<file path="src/hcb_pkg.sv">
package hcb_pkg;

   localparam int MAX_SYMBOLS_DEF = 32;
   localparam int COUNT_BITS_DEF  = 16;
   localparam int QUEUE_DEPTH     = 2;
   localparam int SYM_W  = 8;
   localparam int FREQ_W = 16;
   localparam int CODE_W = 31;
   localparam int LEN_W  = 5;

   // One counted request handed from the front to the back
   typedef struct packed {
      logic [SYM_W-1:0] symbol;
      logic             last;
   } item_type;

endpackage

</file>
<file path="src/huffman_code_builder_unit.sv">
// Channel | Ports                                         | Direction
// req     | req_valid req_stall req_symbol req_last       | in
// rsp     | rsp_valid rsp_stall rsp_code_symbol ...       | out
// Counting goes at one request per cycle; the front queue absorbs requests meanwhile.
// After a last request the back frees all nodes, then makes n-1 joins: the k-th scans
// n+k-1 nodes one per cycle and then joins the two lightest. Each symbol then walks up
// from its leaf to the root and emits its code; a lone symbol only emits.
// Reset is synchronous and clears control state only.
// A stalled result holds in the output register; building waits behind it.
module huffman_code_builder_unit #(
   parameter int MAX_SYMBOLS = hcb_pkg::MAX_SYMBOLS_DEF,
   parameter int COUNT_BITS  = hcb_pkg::COUNT_BITS_DEF,
   parameter int QUEUE_DEPTH = hcb_pkg::QUEUE_DEPTH
) (
   input  logic                       clock,
   input  logic                       reset,
   input  logic                       req_valid,
   output logic                       req_stall,
   input  logic [hcb_pkg::SYM_W-1:0]  req_symbol,
   input  logic                       req_last,
   output logic                       rsp_valid,
   input  logic                       rsp_stall,
   output logic [hcb_pkg::SYM_W-1:0]  rsp_code_symbol,
   output logic [hcb_pkg::FREQ_W-1:0] rsp_frequency,
   output logic [hcb_pkg::CODE_W-1:0] rsp_code_bits,
   output logic [hcb_pkg::LEN_W-1:0]  rsp_code_length,
   output logic                       rsp_table_full,
   output logic                       rsp_last_code
);
   logic q_valid, q_pop;
   hcb_pkg::item_type q_item;

   hcb_front #(.DEPTH(QUEUE_DEPTH)) u_front (
      .clock, .reset, .req_valid, .req_stall, .req_symbol, .req_last,
      .q_valid, .q_pop, .q_item
   );

   hcb_back #(.MAX_SYMBOLS(MAX_SYMBOLS), .COUNT_BITS(COUNT_BITS)) u_back (
      .clock, .reset, .q_valid, .q_pop, .q_item,
      .rsp_valid, .rsp_stall, .rsp_code_symbol, .rsp_frequency, .rsp_code_bits,
      .rsp_code_length, .rsp_table_full, .rsp_last_code
   );
endmodule

</file>
<file path="src/hcb_front.sv">
module hcb_front #(
   parameter int DEPTH = hcb_pkg::QUEUE_DEPTH
) (
   input  logic                   clock,
   input  logic                   reset,
   input  logic                   req_valid,
   output logic                   req_stall,
   input  logic [hcb_pkg::SYM_W-1:0] req_symbol,
   input  logic                   req_last,
   output logic                   q_valid,
   input  logic                   q_pop,
   output hcb_pkg::item_type      q_item
);
   localparam int AW = (DEPTH > 1) ? $clog2(DEPTH) : 1;

   hcb_pkg::item_type mem_ff [DEPTH];
   logic [AW-1:0] wp_ff, wp_in, rp_ff, rp_in;
   logic [AW:0]   cnt_ff, cnt_in;
   logic push;

   assign req_stall = (cnt_ff == (AW+1)'(DEPTH));
   assign push      = req_valid && !req_stall;
   assign q_valid   = (cnt_ff != '0);
   assign q_item    = mem_ff[rp_ff];

   // Advance the queue pointers
   always_comb begin
      wp_in  = wp_ff;
      rp_in  = rp_ff;
      cnt_in = cnt_ff;
      if (push) begin
         wp_in = (wp_ff == AW'(DEPTH-1)) ? '0 : wp_ff + 1'b1;
      end
      if (q_pop && q_valid) begin
         rp_in = (rp_ff == AW'(DEPTH-1)) ? '0 : rp_ff + 1'b1;
      end
      cnt_in = cnt_ff + (AW+1)'(push) - (AW+1)'(q_pop && q_valid);
   end

   always_ff @(posedge clock) begin
      if (reset) begin
         wp_ff  <= '0;
         rp_ff  <= '0;
         cnt_ff <= '0;
      end else begin
         wp_ff  <= wp_in;
         rp_ff  <= rp_in;
         cnt_ff <= cnt_in;
      end
   end

   // Store the request
   always_ff @(posedge clock) begin
      if (push) begin
         mem_ff[wp_ff] <= '{symbol: req_symbol, last: req_last};
      end
   end
endmodule

</file>
<file path="src/hcb_back.sv">
module hcb_back #(
   parameter int MAX_SYMBOLS = hcb_pkg::MAX_SYMBOLS_DEF,
   parameter int COUNT_BITS  = hcb_pkg::COUNT_BITS_DEF
) (
   input  logic                        clock,
   input  logic                        reset,
   input  logic                        q_valid,
   output logic                        q_pop,
   input  hcb_pkg::item_type           q_item,
   output logic                        rsp_valid,
   input  logic                        rsp_stall,
   output logic [hcb_pkg::SYM_W-1:0]   rsp_code_symbol,
   output logic [hcb_pkg::FREQ_W-1:0]  rsp_frequency,
   output logic [hcb_pkg::CODE_W-1:0]  rsp_code_bits,
   output logic [hcb_pkg::LEN_W-1:0]   rsp_code_length,
   output logic                        rsp_table_full,
   output logic                        rsp_last_code
);
   localparam int NI    = MAX_SYMBOLS - 1;
   localparam int SW    = $clog2(MAX_SYMBOLS);
   localparam int DW    = $clog2(MAX_SYMBOLS + 1);
   localparam int WW    = COUNT_BITS + $clog2(MAX_SYMBOLS) + 1;
   localparam logic [COUNT_BITS-1:0] CMAX = '1;

   typedef enum logic [6:0] {
      ST_COUNT = 7'b0000001,
      ST_LOAD  = 7'b0000010,
      ST_SCAN  = 7'b0000100,
      ST_JOIN  = 7'b0001000,
      ST_WALK  = 7'b0010000,
      ST_EMIT  = 7'b0100000,
      ST_DONE  = 7'b1000000
   } state_type;

   state_type st_ff;

   logic [hcb_pkg::SYM_W-1:0] sym_ff [MAX_SYMBOLS];
   logic [COUNT_BITS-1:0]     cnt_ff [MAX_SYMBOLS];
   logic [DW-1:0]             dist_ff;
   logic                      ovf_ff;

   // Leaves are the table entries; joined nodes are numbered from zero in build order
   logic [WW-1:0]          iwt_ff  [NI];
   logic [SW-1:0]          lpar_ff [MAX_SYMBOLS];
   logic [SW-1:0]          ipar_ff [NI];
   logic                   lisr_ff [MAX_SYMBOLS];
   logic                   iisr_ff [NI];
   logic [MAX_SYMBOLS-1:0] lused_ff;
   logic [NI-1:0]          iused_ff;

   logic [SW-1:0] nxt_ff;         // joined node being built
   logic          sint_ff;        // scan is among joined nodes
   logic [SW-1:0] idx_ff;         // scan index
   logic [SW-1:0] a_ff, b_ff;     // best and second best
   logic          ai_ff, bi_ff;
   logic [WW-1:0] aw_ff, bw_ff;
   logic          ha_ff, hb_ff;
   logic [SW-1:0] sel_ff;         // symbol being emitted
   logic [SW-1:0] cur_ff;         // walk position
   logic          ci_ff;
   logic [hcb_pkg::CODE_W-1:0] code_ff;
   logic [5:0]    len_ff;

   // Output register
   logic ov_ff, ov_in;
   logic [hcb_pkg::SYM_W-1:0]  o_sym_ff;
   logic [hcb_pkg::FREQ_W-1:0] o_frq_ff;
   logic [hcb_pkg::CODE_W-1:0] o_code_ff;
   logic [hcb_pkg::LEN_W-1:0]  o_len_ff;
   logic o_full_ff, o_last_ff;

   assign rsp_valid       = ov_ff;
   assign rsp_code_symbol = o_sym_ff;
   assign rsp_frequency   = o_frq_ff;
   assign rsp_code_bits   = o_code_ff;
   assign rsp_code_length = o_len_ff;
   assign rsp_table_full  = o_full_ff;
   assign rsp_last_code   = o_last_ff;

   // Match the symbol against the table
   logic          hit;
   logic [SW-1:0] hit_idx;
   always_comb begin
      hit = 1'b0;
      hit_idx = '0;
      for (int i = 0; i < MAX_SYMBOLS; i++) begin
         if (!hit && (DW'(i) < dist_ff) && sym_ff[i] == q_item.symbol) begin
            hit = 1'b1;
            hit_idx = SW'(i);
         end
      end
   end

   assign q_pop = (st_ff == ST_COUNT) && q_valid;

   logic out_free;
   assign out_free = !ov_ff || !rsp_stall;

   // Drop the result once taken, load it on emit
   always_comb begin
      ov_in = ov_ff && rsp_stall;
      if (st_ff == ST_EMIT && out_free) ov_in = 1'b1;
   end

   // Weight and free flag of the scanned node
   logic [WW-1:0] swt;
   logic          sfree;
   always_comb begin
      if (sint_ff) begin
         swt   = iwt_ff[idx_ff];
         sfree = !iused_ff[idx_ff];
      end else begin
         swt   = WW'(cnt_ff[idx_ff]);
         sfree = !lused_ff[idx_ff];
      end
   end

   logic leaf_end, int_end;
   assign leaf_end = !sint_ff && (DW'(idx_ff) + 1'b1 == dist_ff);
   assign int_end  = sint_ff && (idx_ff + 1'b1 == nxt_ff);

   // Parent and side of the walk position
   logic [SW-1:0] cpar;
   logic          cisr;
   logic          at_root;
   always_comb begin
      if (ci_ff) begin
         cpar = ipar_ff[cur_ff];
         cisr = iisr_ff[cur_ff];
      end else begin
         cpar = lpar_ff[cur_ff];
         cisr = lisr_ff[cur_ff];
      end
   end
   assign at_root = ci_ff && (DW'(cur_ff) + 2'd2 == dist_ff);

   logic [COUNT_BITS-1:0] fsel;
   assign fsel = cnt_ff[sel_ff];

   always_ff @(posedge clock) begin
      if (reset) begin
         st_ff   <= ST_COUNT;
         dist_ff <= '0;
         ovf_ff  <= 1'b0;
         ov_ff   <= 1'b0;
      end else begin
         ov_ff <= ov_in;
         unique case (st_ff)
            // Count one request
            ST_COUNT: begin
               if (q_valid) begin
                  if (hit) begin
                     if (cnt_ff[hit_idx] != CMAX) cnt_ff[hit_idx] <= cnt_ff[hit_idx] + 1'b1;
                  end else if (dist_ff < DW'(MAX_SYMBOLS)) begin
                     sym_ff[dist_ff[SW-1:0]] <= q_item.symbol;
                     cnt_ff[dist_ff[SW-1:0]] <= COUNT_BITS'(1);
                  end
                  if (!hit && dist_ff < DW'(MAX_SYMBOLS)) dist_ff <= dist_ff + 1'b1;
                  if (!hit && dist_ff == DW'(MAX_SYMBOLS)) ovf_ff <= 1'b1;
                  if (q_item.last) st_ff <= ST_LOAD;
               end
            end
            // Free all nodes
            ST_LOAD: begin
               lused_ff <= '0;
               iused_ff <= '0;
               nxt_ff  <= '0;
               sint_ff <= 1'b0;
               idx_ff  <= '0;
               ha_ff   <= 1'b0;
               hb_ff   <= 1'b0;
               sel_ff  <= '0;
               if (dist_ff == '0) begin
                  st_ff <= ST_DONE;
               end else if (dist_ff == DW'(1)) begin
                  cur_ff  <= '0;
                  ci_ff   <= 1'b0;
                  code_ff <= '0;
                  len_ff  <= '0;
                  st_ff   <= ST_EMIT;
               end else begin
                  st_ff <= ST_SCAN;
               end
            end
            // Scan leaves, then joined nodes, one per cycle for the two smallest
            ST_SCAN: begin
               if (sfree) begin
                  if (!ha_ff || swt < aw_ff) begin
                     b_ff <= a_ff; bi_ff <= ai_ff; bw_ff <= aw_ff; hb_ff <= ha_ff;
                     a_ff <= idx_ff; ai_ff <= sint_ff; aw_ff <= swt; ha_ff <= 1'b1;
                  end else if (!hb_ff || swt < bw_ff) begin
                     b_ff <= idx_ff; bi_ff <= sint_ff; bw_ff <= swt; hb_ff <= 1'b1;
                  end
               end
               if ((leaf_end && nxt_ff == '0) || int_end) st_ff <= ST_JOIN;
               if (leaf_end) begin
                  sint_ff <= 1'b1;
                  idx_ff  <= '0;
               end else begin
                  idx_ff <= idx_ff + 1'b1;
               end
            end
            // Join the pair into a new node
            ST_JOIN: begin
               iwt_ff[nxt_ff] <= aw_ff + bw_ff;
               if (ai_ff) begin
                  ipar_ff[a_ff]  <= nxt_ff;
                  iisr_ff[a_ff]  <= 1'b0;
                  iused_ff[a_ff] <= 1'b1;
               end else begin
                  lpar_ff[a_ff]  <= nxt_ff;
                  lisr_ff[a_ff]  <= 1'b0;
                  lused_ff[a_ff] <= 1'b1;
               end
               if (bi_ff) begin
                  ipar_ff[b_ff]  <= nxt_ff;
                  iisr_ff[b_ff]  <= 1'b1;
                  iused_ff[b_ff] <= 1'b1;
               end else begin
                  lpar_ff[b_ff]  <= nxt_ff;
                  lisr_ff[b_ff]  <= 1'b1;
                  lused_ff[b_ff] <= 1'b1;
               end
               ha_ff   <= 1'b0;
               hb_ff   <= 1'b0;
               sint_ff <= 1'b0;
               idx_ff  <= '0;
               nxt_ff  <= nxt_ff + 1'b1;
               if (DW'(nxt_ff) + 2'd2 == dist_ff) begin
                  cur_ff  <= '0;
                  ci_ff   <= 1'b0;
                  code_ff <= '0;
                  len_ff  <= '0;
                  st_ff   <= ST_WALK;
               end else begin
                  st_ff <= ST_SCAN;
               end
            end
            // Climb one level per cycle
            ST_WALK: begin
               if (at_root) begin
                  st_ff <= ST_EMIT;
               end else begin
                  if (cisr && len_ff < 6'd31)
                     code_ff <= code_ff | (hcb_pkg::CODE_W'(1) << len_ff[4:0]);
                  len_ff <= len_ff + 1'b1;
                  cur_ff <= cpar;
                  ci_ff  <= 1'b1;
               end
            end
            // Load the output register
            ST_EMIT: begin
               if (out_free) begin
                  o_sym_ff  <= sym_ff[sel_ff];
                  o_frq_ff  <= (COUNT_BITS > 16 && (fsel >> 16) != '0) ? '1 :
                               hcb_pkg::FREQ_W'(fsel);
                  o_code_ff <= code_ff;
                  o_len_ff  <= len_ff[4:0];
                  o_full_ff <= ovf_ff;
                  o_last_ff <= (DW'(sel_ff) + 1'b1 == dist_ff);
                  if (DW'(sel_ff) + 1'b1 == dist_ff) begin
                     st_ff <= ST_DONE;
                  end else begin
                     sel_ff  <= sel_ff + 1'b1;
                     cur_ff  <= sel_ff + 1'b1;
                     ci_ff   <= 1'b0;
                     code_ff <= '0;
                     len_ff  <= '0;
                     st_ff   <= (dist_ff == DW'(1)) ? ST_EMIT : ST_WALK;
                  end
               end
            end
            // Close the run
            ST_DONE: begin
               dist_ff <= '0;
               ovf_ff  <= 1'b0;
               st_ff   <= ST_COUNT;
            end
            default: st_ff <= ST_COUNT;
         endcase
      end
   end
endmodule

</file>
<file path="config.mk">
export PLATFORM = sky130hd
export DESIGN_NAME = huffman_code_builder_unit
export DESIGN_NICKNAME = d
export VERILOG_FILES = /design/src/hcb_pkg.sv /design/src/huffman_code_builder_unit.sv /design/src/hcb_front.sv /design/src/hcb_back.sv
export SDC_FILE = /design/constraint.sdc
export NUM_CORES = 2
export LEC_CHECK = 0
export BUFFER_PORTS_ARGS = -buffer_cell sky130_fd_sc_hd__buf_2
export CAP_MARGIN = 20
export CORE_UTILIZATION = 30
export DETAILED_ROUTE_END_ITERATION = 6
export SLEW_MARGIN = 20
export SYNTH_ARGS = -nofsm -noshare
export SYNTH_HDL_FRONTEND = slang
export SYNTH_HIERARCHICAL = 1
export SYNTH_SLANG_ARGS = --single-unit
</file>
<file path="constraint.sdc">
create_clock -name clock -period 13.6 [get_ports clock]
set_input_delay 1.36 -clock clock [delete_from_list [all_inputs] [get_ports clock]]
set_output_delay 1.36 -clock clock [all_outputs]
set_load 0.01 [all_outputs]
</file>
==> summary.md <==
| Metric | Value |
|---|---|
| Run status | complete, no violations |
| Layout cells sized above 1 | 22.77% |
| Clock share of power | 37.7% |
| Final Hold Vio Count | 0 |
| Die W | 575.7 um |
| Syn Nets | 6352 |
| Clock slew at reported path FFs | 0.06 ns |
| Num CTS Buffers | 220 |
| CTS resizes | 0 |
| CTS tree | built |
| Power density over the cells | 143.5 nW/um^2 |
| Starting DRT DRC Count | 6509 |
| Worst setup path class | flip-flop to flip-flop |
| CTS Sinks | 2118 |
| Family with the most delay on the worst path | simple AND/OR/NAND/NOR gates |
| P&R area growth vs syn | 13.88% |
| Max-slew violation count | 0 |
| Setup repair bufs after CTS | 0 |
| NetSw | 4.220 mW |
| Asr flop ratio synth | 0% |
| Nets | 6392 |
| Crit path DAT | 9.71 ns |
| Global-route wire length before repair | 416200 um |
| I/O pin count | 77 |
| Grt total ovfl | 0 |
| Final core utilization | 34.35% |
| Worst-Skew Late Latency | 0.89 ns |
| Residual DRC | 0 |
| Crit-path max FO | 89 |
| DR vias | 59570 |
| Switching share of power | 26.16% |
| Yosys cell types | 90 |
| CP bufs+invs | 5 |
| CP max-delay cell | a221oi_1 |
| Per-cell routed wire length | 26.42 um |
| FF-to-FF End | u_back/cnt_ff[26][11]$_DFFE_PP_ |
| Worst min path class | flip-flop to flip-flop |
| Detailed Place HPWL | 175500 um |
| Initial antenna violation count | 22 |
| Total of warnings raised by yosys | 6 |
| Leakage | 35.89 nW |
| Post-synth EDFFs | 2025 |
| Post-Syn Instances | 6254 |
| Initial core utilization | 30.16% |
| Post-synthesis register bit count | 2118 |
| Routed Antenna Nets | 0 |
| RSZ-0062 raised after global routing | no |
| Max_cap viols | 0 |
| CTS Buffer Depth | 3 |
| Clock period minus worst slack | 9.165 ns |
| GPL Wtd Cong | 0.9001 |
| Peak VDD IR | 0.1519 mV |
| Htree depth | 4 |
| Combinational Power Share | 15.1% |
| Hold-fix buffers at CTS | 0 |
| FF-to-FF setup slack | 4.43 ns |
| Critical path destination | u_back/cnt_ff[26][11]$_DFFE_PP_ |
| Post-Syn Area | 98740 sq um |
| Worst path depth | 23 |
| Final-report setup violation count | 0 |
| Final worst slack | 4.435 ns |
| DRT Wirelength | 286300 um |
| Die Y | 575.7 um |
| CP endpoint kind | flip-flop |
| Int Pwr | 11.91 mW |
| FP Rows | 210 |
| Worst Max-Slew Pin Slew | 1.148 ns |
| Via/cell ratio | 5.497 |
| Part of the power in registers | 47.2% |
| Fmax | 109.1 MHz |
| GRT Resource Usage Total | 16.89% |
| Setup WS pre-CTS | 4.569 ns |
| Vias in the first global route | 59290 |
| Setup tns final | 0 ns |
| Crit path largest cell delay | 0.89 ns |
| Avg Inst Size Synth | 15.79 sq um |
| Skew final | 0.05615 ns |
| Critical Path RT | 14.15 ns |
| Most used cell, CP | buf_4 |
| Crit share post-route | 67.39% |
| Worst-case reg-to-reg path depth | 23 |
| Die area | 331400 sq um |
| Root Buffer | clkbuf_16 |
| Startpoint Class | flip-flop |
| Synth Flop Type | edfxtp_1 |
| Core area | 327400 sq um |
| Pin count of the biggest net entering global routing | 129 |
| DR pass1 iterations | 6 |
| Power Total | 16.13 mW |
| Relative slew margins | 23.50% |
| Buffers on Ports | 76 |
| Register area share after synthesis | 63.47% |
| Worst path cell trace | mux2_2, buf_4, xor2_1, nor4_1, and3_1, or4_4, nor3_2, nand3_1, or2_1, buf_4, nand2_4, buf_12, nor2_1, a221oi_1, o221ai_1, or2_2, ha_1, inv_1, nor4_4, nand4_4, a31oi_4, nor3_2, buf_4 |
==> placed cells by master, fill, tap and decap left out, drive strengths merged, types with 109 or more instances in the layout <==
cell       n
a21oi    246
buf      251
clkbuf   268
edfxtp  2025
inv      145
mux2i    278
mux4     628
nand2    406
nand3    109
nor2     309
o21ai    271
xnor2    186
xor2     139
==> cells by family after synthesis <==
logic type | share of synthesized area [%]
simple gates | 5.856
compound gates | 6.074
mux | 18.34
xor+xnor | 2.883
buf+inv | 2.292
flops | 63.47
fa+ha+maj | 1.085
==> flip-flops by register name (all words and copies together) (netlist names), 8 cells and up, named ones only <==
register	count
u_back/iwt_ff	682
u_back/cnt_ff	512
u_back/sym_ff	256
u_back/lpar_ff	160
u_back/ipar_ff	155
u_back/lisr_ff	32
u_back/lused_ff	32
u_back/code_ff	31
u_back/iisr_ff	31
u_back/iused_ff	31
u_back/rsp_code_bits	31
u_back/aw_ff	22
u_back/bw_ff	22
u_front/mem_ff	18
u_back/rsp_frequency	16
u_back/rsp_code_symbol	8
==> how the worst min path moves through the flow <==
stage,end,startpoint,cells past startpoint
2_1_floorplan,u_back/rsp_table_full$_DFFE_PP_,u_back/ovf_ff$_SDFFE_PP0P_,0
3_3_place_gp,u_back/rsp_code_bits[11]$_DFFE_PP_,u_back/code_ff[11]$_SDFFCE_PN0P_,0
3_5_place_dp,u_back/rsp_code_bits[12]$_DFFE_PP_,u_back/code_ff[12]$_SDFFCE_PN0P_,0
4_1_cts,u_back/rsp_code_bits[4]$_DFFE_PP_,u_back/code_ff[4]$_SDFFCE_PN0P_,0
5_1_grt,u_back/rsp_code_bits[14]$_DFFE_PP_,u_back/code_ff[14]$_SDFFCE_PN0P_,0
6_report,u_back/rsp_code_bits[13]$_DFFE_PP_,u_back/code_ff[13]$_SDFFCE_PN0P_,0
==> cell usage after synthesis, types with 12 or more instances <==
cell type  instances  area [sq um]
nor2b_1           27         168.9
a31oi_1           29         181.4
and3_1            19         118.9
a21o_1            26         195.2
o211ai_1          12         90.09
dfxtp_1           93          1862
nand4_1           63         394.1
or3_1             35         219.0
nand2b_1          26         162.7
mux2_2            99          1115
nor2_1           308          1156
mux2i_1          278          2783
ha_1              84          1051
and2_1            22         137.6
a2111oi_0         13         113.9
clkbuf_1         285          1070
nor4_1            33         206.5
nor3_1            67         335.3
a21oi_1          246          1231
buf_1             95         356.6
edfxtp_1        2025         60810
nand2_1          406          1524
xnor2_1          186          1629
o221ai_1          75         656.9
nand3b_1          26         195.2
a211oi_1          31         232.7
o21ai_0          270          1351
o22ai_1           30         187.7
a311oi_1          14         122.6
a22oi_1           14         105.1
buf_2             42         210.2
mux4_2           628         14140
nand3_1          109         545.5
inv_1            140         525.5
o22a_1            65         569.3
o31ai_1           23         172.7
xor2_1           139          1217
==> metal layers <==
layer	part of all wire (%)	GRT usage, %	vias up
met5	0.031	0	-
met4	3.1	5.485	14
met3	9.6	3.775	573
met2	47	27.03	2935
met1	40	22.72	31020
li1	-	-	25020
==> cell type report <==
cell class / instances / area [sq um]
antenna: 7 / 17.52
clock inverter: 143 / 1602
inverter: 142 / 533.0
clock buffer: 268 / 5725
timing repair buffer: 251 / 1853
sequential: 2118 / 62700
fill: 31050 / 214900
multi-input combinational: 3561 / 34580
tap: 4346 / 5438
==> power by group through the flow <==
| stage | logic [mW] | registers, mW | clock network (mW) |
|---|---|---|---|
| floorplan | 1.65 | 7.69 | 0 |
| global placement | 2.37 | 7.76 | 0 |
| detailed placement | 2.40 | 7.76 | 0 |
| CTS | 2.41 | 7.62 | 6.19 |
| global route | 2.59 | 7.63 | 6.42 |
| finish | 2.44 | 7.62 | 6.08 |
==> through the flow <==
stage / std cells / hold WS, ns / cell area (sq um)
floorplan: 6254 / 0.4087 / 98740
global placement: 10410 / 0.4337 / 104800
detailed placement: 10420 / 0.4364 / 104900
CTS: 10830 / 0.4523 / 112300
global route: 10830 / 0.4577 / 112400
finish: 10840 / 0.4545 / 112400
Power figures use the tool's default switching activity.
